`src/hdl/url_fixed_string_matcher_macros.svh`:
```
// Assertion helpers used by the matcher RTL.
`ifndef URL_FIXED_STRING_MATCHER_MACROS_SVH
`define URL_FIXED_STRING_MATCHER_MACROS_SVH

// Same-cycle implication, quiet during reset.
`define UFSM_ASSERT_IMPL(label, clk, rst, ante, cons) \
   label: assert property (@(posedge clk) disable iff (rst) (ante) |-> (cons)) \
      else $error("ufsm assertion failed");

// Next-cycle implication, quiet during reset.
`define UFSM_ASSERT_NEXT(label, clk, rst, ante, cons) \
   label: assert property (@(posedge clk) disable iff (rst) (ante) |=> (cons)) \
      else $error("ufsm assertion failed");

`endif

```
`src/hdl/ufsm_pkg.sv`:
```
`timescale 1ns / 1ps
package ufsm_pkg;

   typedef enum logic [2:0] {
      CSR_PATTERN_LENGTH = 3'd0,
      CSR_MATCH_MODE     = 3'd1,
      CSR_CASE_SENSITIVE = 3'd2,
      CSR_PATTERN_WORD_0 = 3'd3,
      CSR_PATTERN_WORD_1 = 3'd4,
      CSR_PATTERN_WORD_2 = 3'd5,
      CSR_PATTERN_WORD_3 = 3'd6
   } csr_index_type;

   typedef enum logic [1:0] {
      MODE_ANYWHERE = 2'd0,
      MODE_START    = 2'd1,
      MODE_END      = 2'd2,
      MODE_NEVER    = 2'd3
   } mode_type;

   localparam int          CSR_INDEX_W  = 3;
   localparam int          CSR_DATA_W   = 64;
   localparam int          LENGTH_W     = 6;
   localparam logic [7:0]  ASCII_UPPER_A = 8'h41;
   localparam logic [7:0]  ASCII_UPPER_Z = 8'h5A;
   localparam logic [7:0]  CASE_OFFSET   = 8'h20;
   localparam logic [LENGTH_W-1:0] SEEN_MAX = '1;

   typedef struct packed {
      logic advance;
      logic clear;
   } cell_ctrl_type;

endpackage

```
`src/hdl/ufsm_cell.sv`:
```
`timescale 1ns / 1ps
module ufsm_cell (
   input  logic                    clock,
   input  logic                    reset,
   input  ufsm_pkg::cell_ctrl_type ctrl,
   input  logic [7:0]              data_byte,
   input  logic [7:0]              pattern_byte,
   input  logic                    prev_match,
   output logic                    match_in,
   output logic                    match_ff
);
   import ufsm_pkg::*;

   // prefix of one more byte ends here if the shorter prefix ended one byte ago
   assign match_in = prev_match && (data_byte == pattern_byte);

   always_ff @(posedge clock) begin
      if (reset || ctrl.clear) begin
         match_ff <= 1'b0;
      end else if (ctrl.advance) begin
         match_ff <= match_in;
      end
   end

endmodule

```
`src/hdl/ufsm_out_stage.sv`:
```
`timescale 1ns / 1ps
module ufsm_out_stage (
   input  logic clock,
   input  logic reset,
   input  logic push,
   input  logic push_matched,
   input  logic rsp_stall,
   output logic rsp_valid,
   output logic rsp_matched,
   output logic full
);
   logic out_valid_ff;
   logic out_matched_ff;
   logic skid_valid_ff;
   logic skid_matched_ff;
   logic out_free;

   assign out_free    = !out_valid_ff || !rsp_stall;
   assign rsp_valid   = out_valid_ff;
   assign rsp_matched = out_matched_ff;
   assign full        = skid_valid_ff;

   always_ff @(posedge clock) begin
      if (reset) begin
         out_valid_ff  <= 1'b0;
         skid_valid_ff <= 1'b0;
      end else if (out_free) begin
         // drain the skid first; no push can arrive while it is full
         if (skid_valid_ff) begin
            out_valid_ff  <= 1'b1;
            skid_valid_ff <= 1'b0;
         end else begin
            out_valid_ff <= push;
         end
      end else if (push) begin
         skid_valid_ff <= 1'b1;
      end
   end

   always_ff @(posedge clock) begin
      if (out_free) begin
         out_matched_ff <= skid_valid_ff ? skid_matched_ff : push_matched;
      end
      if (!out_free && push) begin
         skid_matched_ff <= push_matched;
      end
   end

endmodule

```
`src/hdl/url_fixed_string_matcher.sv`:
```
`timescale 1ns / 1ps
// Channel   Direction  Handshake          Payload
// req_      in         req_valid/stall    req_url_byte[7:0], req_final_byte
// rsp_      out        rsp_valid/stall    rsp_matched
// csr_      in         csr_write          csr_index[2:0], csr_wdata[63:0]
//
// One URL byte is taken every cycle while req_stall is low; a row of MAX_PATTERN
// match cells compares every pattern prefix against the incoming byte in parallel.
// After its final byte, a URL's answer is registered in the output stage or the skid.
// Synchronous reset clears the cells, counters and the output and skid stages.
// A stalled result parks in a one-entry skid; req_stall rises only while it is full.
`include "url_fixed_string_matcher_macros.svh"
module url_fixed_string_matcher #(
   parameter int MAX_PATTERN = 32
) (
   input  logic                                clock,
   input  logic                                reset,
   input  logic                                req_valid,
   output logic                                req_stall,
   input  logic [7:0]                          req_url_byte,
   input  logic                                req_final_byte,
   output logic                                rsp_valid,
   input  logic                                rsp_stall,
   output logic                                rsp_matched,
   input  logic                                csr_write,
   input  logic [ufsm_pkg::CSR_INDEX_W-1:0]    csr_index,
   input  logic [ufsm_pkg::CSR_DATA_W-1:0]     csr_wdata
);
   import ufsm_pkg::*;

   localparam int IDX_W = (MAX_PATTERN > 1) ? $clog2(MAX_PATTERN) : 1;
   localparam logic [LENGTH_W-1:0] MAX_LEN = LENGTH_W'(MAX_PATTERN);

   logic [LENGTH_W-1:0] pattern_length_ff;
   mode_type            match_mode_ff;
   logic                case_sensitive_ff;
   logic [7:0]          pat_ff [MAX_PATTERN];

   logic [LENGTH_W-1:0] seen_ff;
   logic [LENGTH_W-1:0] seen_in;
   logic                found_ff;
   logic                found_in;
   logic                start_ok_ff;
   logic                start_ok_in;

   logic                req_accept;
   logic                last_accept;
   logic [7:0]          url_fold;
   logic [LENGTH_W-1:0] len_eff;
   logic                win;
   logic                hit;
   logic                out_full;
   cell_ctrl_type       cell_ctrl;

   logic [MAX_PATTERN-1:0] chain_in;
   logic [MAX_PATTERN-1:0] match_next;
   logic [MAX_PATTERN-1:0] match_state;

   assign req_stall   = out_full;
   assign req_accept  = req_valid && !req_stall;
   assign last_accept = req_accept && req_final_byte;

   // configuration registers
   always_ff @(posedge clock) begin
      if (reset) begin
         pattern_length_ff <= '0;
         match_mode_ff     <= MODE_ANYWHERE;
         case_sensitive_ff <= 1'b1;
         for (int k = 0; k < MAX_PATTERN; k++) begin
            pat_ff[k] <= 8'h00;
         end
      end else if (csr_write) begin
         unique case (csr_index)
            CSR_PATTERN_LENGTH: pattern_length_ff <= csr_wdata[LENGTH_W-1:0];
            CSR_MATCH_MODE:     match_mode_ff     <= mode_type'(csr_wdata[1:0]);
            CSR_CASE_SENSITIVE: case_sensitive_ff <= csr_wdata[0];
            CSR_PATTERN_WORD_0, CSR_PATTERN_WORD_1,
            CSR_PATTERN_WORD_2, CSR_PATTERN_WORD_3: begin
               for (int k = 0; k < MAX_PATTERN; k++) begin
                  if (csr_index == CSR_INDEX_W'((k >> 3) + 3)) begin
                     pat_ff[k] <= csr_wdata[8*(k & 7) +: 8];
                  end
               end
            end
            default: ;
         endcase
      end
   end

   assign url_fold = (!case_sensitive_ff && req_url_byte >= ASCII_UPPER_A &&
                      req_url_byte <= ASCII_UPPER_Z) ? req_url_byte + CASE_OFFSET
                                                     : req_url_byte;
   assign len_eff  = (pattern_length_ff > MAX_LEN) ? MAX_LEN : pattern_length_ff;

   assign cell_ctrl.advance = req_accept;
   assign cell_ctrl.clear   = last_accept;

   for (genvar j = 0; j < MAX_PATTERN; j++) begin : g_cell
      if (j == 0) begin : g_head
         assign chain_in[j] = 1'b1;
      end else begin : g_link
         assign chain_in[j] = match_state[j-1];
      end
      ufsm_cell u_cell (
         .clock        (clock),
         .reset        (reset),
         .ctrl         (cell_ctrl),
         .data_byte    (url_fold),
         .pattern_byte (pat_ff[j]),
         .prev_match   (chain_in[j]),
         .match_in     (match_next[j]),
         .match_ff     (match_state[j])
      );
   end

   // whole pattern ends at this byte
   assign win = (len_eff == '0) ? 1'b1 : match_next[IDX_W'(len_eff - 1'b1)];

   always_comb begin
      seen_in     = (seen_ff == SEEN_MAX) ? SEEN_MAX : seen_ff + 1'b1;
      found_in    = found_ff || win;
      start_ok_in = start_ok_ff;
      if (seen_ff < len_eff && pat_ff[IDX_W'(seen_ff)] != url_fold) begin
         start_ok_in = 1'b0;
      end
      unique case (match_mode_ff)
         MODE_ANYWHERE: hit = found_in;
         MODE_START:    hit = (seen_in >= len_eff) && start_ok_in;
         MODE_END:      hit = win;
         MODE_NEVER:    hit = 1'b0;
         default:       hit = 1'b0;
      endcase
   end

   always_ff @(posedge clock) begin
      if (reset || last_accept) begin
         seen_ff     <= '0;
         found_ff    <= 1'b0;
         start_ok_ff <= 1'b1;
      end else if (req_accept) begin
         seen_ff     <= seen_in;
         found_ff    <= found_in;
         start_ok_ff <= start_ok_in;
      end
   end

   ufsm_out_stage u_out (
      .clock        (clock),
      .reset        (reset),
      .push         (last_accept),
      .push_matched (hit),
      .rsp_stall    (rsp_stall),
      .rsp_valid    (rsp_valid),
      .rsp_matched  (rsp_matched),
      .full         (out_full)
   );

   `UFSM_ASSERT_IMPL(a_skid_behind_out, clock, reset, out_full, rsp_valid)
   `UFSM_ASSERT_NEXT(a_clear_after_last, clock, reset, last_accept, seen_ff == '0 && !found_ff && start_ok_ff && match_state == '0)
   `UFSM_ASSERT_IMPL(a_cells_need_bytes, clock, reset, match_state != '0, seen_ff != '0)

endmodule
```
`config.mk`:
```
export PLATFORM = sky130hd
export DESIGN_NAME = url_fixed_string_matcher
export DESIGN_NICKNAME = d
export VERILOG_FILES = /design/src/hdl/ufsm_pkg.sv /design/src/hdl/ufsm_cell.sv /design/src/hdl/ufsm_out_stage.sv /design/src/hdl/url_fixed_string_matcher.sv
export VERILOG_INCLUDE_DIRS = /design/src /design/src/hdl
export SDC_FILE = /design/constraint.sdc
export NUM_CORES = 1
export LEC_CHECK = 0
export BUFFER_PORTS_ARGS = -buffer_cell sky130_fd_sc_hd__buf_2
export CORE_AREA = 5 5 180 182
export DETAILED_ROUTE_END_ITERATION = 10
export DIE_AREA = 0 0 185 187
export PLACE_DENSITY_LB_ADDON = 0.05
export SETUP_SLACK_MARGIN = 0.15
export SLEW_MARGIN = 20
export SYNTH_ARGS = -nofsm -noshare
export SYNTH_HDL_FRONTEND = slang
export SYNTH_SLANG_ARGS = --single-unit
```
`constraint.sdc`:
```
create_clock -name clock -period 5 [get_ports clock]
set_clock_uncertainty 0.2 [all_clocks]
set_input_delay 0.25 -clock clock [delete_from_list [all_inputs] [get_ports clock]]
set_output_delay 0.25 -clock clock [all_outputs]
set_load 0.02 [all_outputs]
```
* Yosys cells after proc, flatten, opt, wreduce, memory -nomap -nowiden
Memories as Yosys holds them, arrays and structs flattened. A register that Yosys moved wholly into a read port is not among the register bits.
Index checks and enable logic that the tools add are counted.
** Word-level totals
- RAM bits :: 256
- Memories :: 1
- Register bits :: 52
- Output and inout bits :: 3
- Word-level logic and storage cells :: 246
- Bits of input ports :: 81
** Cells by class
- Magnitude comparators :: 6
- Reductions and logical operators :: 54
- Muxes and demuxes :: 66
- $add $sub $neg :: 3
- Equality and inequality tests :: 43
- Bitwise gates (word level) :: 32
** Memory list
- pat_ff :: words 32, width 8, rd ports 33, clocked after memory_dff 1, write ports 32, line url_fixed_string_matcher.sv:37 : logic [7:0] pat_ff [MAX_PATTERN];
** Operator list (number)
- $mux 8 :: 33
- $eq 8x8->1 :: 32
- $logic_and 1x1->1 :: 38
- $or 1x1->1 :: 32
- $mux 1 :: 27
- $mux 6 :: 2
- $mux 5 :: 2
- $eq 3x3->1 const B :: 3
- $add 8x6->8 const B :: 1
- $ge 8x7->1 const B :: 1
- $le 8x7->1 const B :: 1
- $ne 8x8->1 :: 1
- $add 6x1->6 const B :: 1
- $eq 3x2->1 const B :: 2
- $eq 6x6->1 const B :: 1
- $ge 6x6->1 :: 1
- $gt 6x6->1 const B :: 1
- $logic_not 6->1 :: 1
- $lt 5x6->1 const B :: 1
- $lt 6x6->1 :: 1
- $reduce_and 2->1 :: 3
- $bmux 1 s5 :: 1
- $logic_not 1->1 :: 5
- $sub 5x1->5 const B :: 1
- 9 further kinds :: 12

* Depth between registers and ports, before layout
- Depth in word-level cells :: 12
- Gate-level depth with buffers :: 14
- Depth with buffers taken out :: 14

* By module
Synthesis repeated with hierarchy kept, for this count alone.
** Second synthesis, totals
- Cells, all modules :: 1538
- Area, all modules :: 17948.5 µm²
** Modules (own cells, without submodules)
- url_fixed_string_matcher :: seq. area each 8127.8 µm², area each 12879.9 µm², times used 1, cells an instance 952
- ufsm_cell :: seq. area each 20.0 µm², area each 153.9 µm², times used 32, cells an instance 18
- ufsm_out_stage :: seq. area each 100.1 µm², area each 143.9 µm², times used 1, cells an instance 10

* Worst setup path before layout
Ideal clock, no wire load.
- Path type :: input-to-reg
- Start point :: in req_url_byte[5]
- End point :: reg u_out.out_matched_ff, in the netlist u_out.rsp_matched, data pin
- Data arrival time :: 2.828 ns
- Path slack :: 1.698 ns
- Path buffers :: 2
- Required time :: 4.526 ns
- Setup time :: 0.274 ns
- Stages on the path :: 12
- Cell sequence :: ha_1 > or4_1 > buf_2 > nor2_1 > buf_2 > a221oi_1 > nor2_1 > nor4_1 > a2111oi_0 > nor4_1 > o32ai_1 > a31oi_1
** On the way
- Word-level cells in the longest chain between the ends :: 12
- Elaborated cells between the ends (all ways) :: 79
- Those cells by class :: add/sub: 1; order compare: 2; eq/ne: 33; mux: 7; reduce/logical: 36
** RTL lines
- start, declared :: line url_fixed_string_matcher.sv:20 : input logic [7:0] req_url_byte,
- $ge 8x7->1 :: line url_fixed_string_matcher.sv:90 : assign url_fold = (!case_sensitive_ff && req_url_byte >= ASCII_UPPER_A &&
- $logic_and 1x1->1 (2 in a row) :: line url_fixed_string_matcher.sv:90
- $mux 8 (*) :: line url_fixed_string_matcher.sv:91 : req_url_byte <= ASCII_UPPER_Z) ? req_url_byte + CASE_OFFSET
- $eq 8x8->1 :: line ufsm_cell.sv:15 : assign match_in = prev_match && (data_byte == pattern_byte);
- $logic_and 1x1->1 :: line ufsm_cell.sv:15
- $bmux 1 s5 :: line url_fixed_string_matcher.sv:117 : assign win = (len_eff == '0) ? 1'b1 : match_next[IDX_W'(len_eff - 1'b1)];
- $mux 1 (not written as such) :: line url_fixed_string_matcher.sv:117
- $mux 1 :: line url_fixed_string_matcher.sv:117
- $logic_or 1x1->1 :: line url_fixed_string_matcher.sv:121 : found_in = found_ff || win;
- $pmux 1 s4 (*) :: line url_fixed_string_matcher.sv:126 : unique case (match_mode_ff)
- $mux 1 (*) :: line ufsm_out_stage.sv:42 : out_matched_ff <= skid_valid_ff ? skid_matched_ff : push_matched;
- end signal, assigned :: line ufsm_out_stage.sv:42
- end, declared :: line ufsm_out_stage.sv:13 : logic out_matched_ff;
Mark *: on every way between the ends. The rest lies on a longest branch, timed or not. The select of a mux whose other input is x is not followed.
A chain may end at the register's enable or synchronous reset.

* Worst setup path after layout
- Start point :: reg case_sensitive_ff
- End point :: reg u_out.out_matched_ff, in the netlist u_out.rsp_matched, data pin
** On the way
- Word-level cells in the longest chain between the ends :: 12
- Elaborated cells between the ends (all ways) :: 77
- Those cells by class :: eq/ne: 33; mux: 7; reduce/logical: 37
** RTL lines
- start, declared :: line url_fixed_string_matcher.sv:36 : logic case_sensitive_ff;
- start signal, assigned :: line url_fixed_string_matcher.sv:76 : CSR_CASE_SENSITIVE: case_sensitive_ff <= csr_wdata[0];
- $logic_not 1->1 (*) :: line url_fixed_string_matcher.sv:90
- $logic_and 1x1->1 (*) (2 in a row) :: line url_fixed_string_matcher.sv:90
- $mux 8 (*) :: line url_fixed_string_matcher.sv:91
- $eq 8x8->1 :: line ufsm_cell.sv:15
- $logic_and 1x1->1 :: line ufsm_cell.sv:15
- $bmux 1 s5 :: line url_fixed_string_matcher.sv:117
- $mux 1 (not written as such) :: line url_fixed_string_matcher.sv:117
- $mux 1 :: line url_fixed_string_matcher.sv:117
- $logic_or 1x1->1 :: line url_fixed_string_matcher.sv:121
- $pmux 1 s4 (*) :: line url_fixed_string_matcher.sv:126
- $mux 1 (*) :: line ufsm_out_stage.sv:42
Marks and branches as above.

==> reports/qor.csv <==
metric,value,unit
Final TNS setup,0,ns
Synth Instances,1642,
Pwr Density,326,nW/µm²
Core Area,30400,µm²
GRT busiest layer,met2,
Detailed Routing Iterations Pass 1,6,
final core utilization,68.2,%
Post-synth top flop,edfxtp_1,
sequential power share,47.7,%
LEAKAGE,7.42,nW
Synth-to-Final Area Change,14.8,%
WS Path Type,reg2reg,
vias in the first global route,14200,
maxcap violations,0,
switching share of power,27.1,%
first-pass GRT wire length,94800,µm
CP max FO,14,
Initial Util,59.4,%
number of vias per cell,6.74,
Max Freq,0.241,GHz
Synth top area share,42.9,%
fin nets,1868,
IO buf count,83,
CP Capture Type,flip-flop,
Least-Margin Pin Slew,1.21,ns
fin crit period,4.14,ns
status,completed,
Post-DP Area,18900,µm²
Avg Inst Size Synth,11.0,µm²
"EDFF count, synth",258,
RSZ-0062 raised after global routing,false,
"Seq/Total Area, Yosys",48.9,%
die height,187,µm
total setup buffers inserted after CTS,0,
initial detailed-routing violation count,2474,
Int Pwr,4.93,mW
half-perimeter wire length after placement,47200,µm
IO Count,84,
"FF+latch count, synth",313,
GRT met1 Usage,52.1,%
"area leader, netlist",edfxtp_1,
Synth area leaders,"edfxtp_1, mux4_2, dfxtp_1",
H-tree levels,1,
Slew Limit Headroom,18.7,%
fin crit share,82.9,%
layout cell share with drive strength beyond 1,15.2,%
TritonCTS Buffers,31,
CP Data Required Time,5.24,ns
Final Slew Violations,0,
final setup violation count,0,
die area,34600,µm²
post-CTS sizing,0,
worst skew pair latency,0.59,ns
CTS tree,built,
clk root buf,clkbuf_16,
met2 Use GR,56.0,%
aggregate global routing overflow,0,
largest net degree at the start of global routing,65,
CP Data Arrival Time,4.38,ns
All-Layer GR Usage,37.1,%
initial antenna violation count,2,
synth warn,0,
met3 GRT Util,9.88,%
num rows,64,
Hold WS,0.0567,ns
overall power,6.76,mW
hold buffers post-CTS,78,
routed wire length,65200,µm
total number of vias,14800,
placer congestion estimate,1.03,
CTS Buffer Depth,3,
Post-route DRC,0,
wire per inst,29.7,µm
"Distinct cells, synth",78,
mapped cell area,18100,µm²
worst IR drop on VDD,0.383,mV
Routed Antenna Nets,0,
"Reg clk slew, reported paths",0.07,ns
Async SR Flop Fraction,0,%
startpoint class of the critical path,flip-flop,
number of clock sinks,313,
"Hold Vio Cnt, Final",0,
HP Class,in2reg,
Die X-Extent,185,µm
net count after synthesis,1737,
Clock Power Share,37.1,%
Gate power share,15.1,%
post-layout instance area,20800,µm²
number of filler instances in the final layout,2285,
Net Switching,1.83,mW
==> placed cells by master, fill, tap and decap left out, drive strengths merged, types with 19 or more instances in the layout <==
master,n
edfxtp,258
nor2,211
buf,129
xnor2,117
inv,101
xor2,93
nand2,85
dlygate4sd3,78
nand2b,76
mux4,64
a21oi,60
dfxtp,55
nor4,43
clkbuf,33
o22ai,32
nand3,26
nor3,25
o221ai,24
o21ai,19
==> critical path: stages (launching register included) <==
cell       delay (ns)
dfxtp_1          0.68
or4_1            0.49
nor2_1           0.11
buf_4            0.22
a2bb2oi_1        0.16
o221ai_1         0.13
a2111oi_0        0.87
a2111oi_0        0.28
nor4_1           0.40
o32ai_1          0.23
a31oi_1          0.21
==> cell type report <==
class / instances / area [µm²] / area share, %
Inverter: 100 / 375 / 1.81
Clock buffer: 33 / 783 / 3.77
Clock inverter: 24 / 299 / 1.44
Tap cell: 396 / 495 / 2.39
Sequential cell: 313 / 8850 / 42.7
Antenna cell: 1 / 2.50 / 0.0121
Multi-Input combinational cell: 1120 / 8380 / 40.4
Timing Repair Buffer: 207 / 1570 / 7.55
==> synthesized netlist by cell type, drive strengths merged, types with 24 or more instances <==
library cell and number:
xnor2 117, nor4 43, o221ai 24, inv 99, dfxtp 55, nor3 25, mux4 64, clkbuf 51
nand3 26, nand2 85, edfxtp 258, o22ai 32, buf 58, nand2b 76, a21oi 60, xor2 93
nor2 211
==> cell families (layout without fill, tap and decap cells) <==
logic type               count (synthesis)  count (layout)  share of synthesized area (%)
buffers and inverters                  209             364                           4.87
multiplexers                            81              81                           8.92
other                                    0               1                              0
AO/OA/AOI/OAI                          279             279                           11.5
XOR/XNOR                               210             210                           10.2
adder cells (fa/ha/maj)                 14              14                          0.969
flip-flops                             313             313                           48.9
AND/OR/NAND/NOR                        536             536                           14.6
==> metal layers <==
metal  vias to the layer above  share of wire, %
li1                       6314                 -
met1                      7191                39
met2                      1086                44
met3                       203                12
met4                         4               4.9
met5                         -             0.035
==> power by group through the flow <==
| stage | logic (mW) | registers [mW] | clock network (mW) |
|---|---|---|---|
| 4_1_cts | 0.994 | 3.22 | 2.52 |
| 5_1_grt | 1.07 | 3.23 | 2.64 |
| 2_1_floorplan | 0.650 | 3.17 | 0 |
| 6_report | 1.02 | 3.23 | 2.51 |
| 3_5_place_dp | 0.942 | 3.27 | 0 |
| 3_3_place_gp | 0.937 | 3.27 | 0 |
==> sequential cells by signal (all words and copies together), names as in the netlist, 2 cells and up, named ones only <==
register / count
pattern_length_ff: 6
pat_ff: 256
match_mode_ff: 2
g_cell.u_cell.match_ff: 31
seen_ff: 6
==> per-stage QoR <==
stage,worst slack [ns],cells
after CTS,1.06,2193
after global routing,0.652,2193
final,0.857,2194
after floorplan,1.70,1642
after detailed placement,0.915,2058
after global placement,0.904,2058
==> worst paths after layout <==
check / startpoint / to / slack [ns] / depth (start not counted)
worst min-delay path: csr_write / match_mode_ff[0] / 0.06 / 5
worst min register to register: g_cell[14].u_cell.match_ff / g_cell[14].u_cell.match_ff / 0.26 / 2
worst max-delay path: case_sensitive_ff / u_out.rsp_matched / 0.86 / 10
worst max register to register: case_sensitive_ff / u_out.rsp_matched / 0.86 / 10
Note: power is estimated with default switching activity, not from simulation.
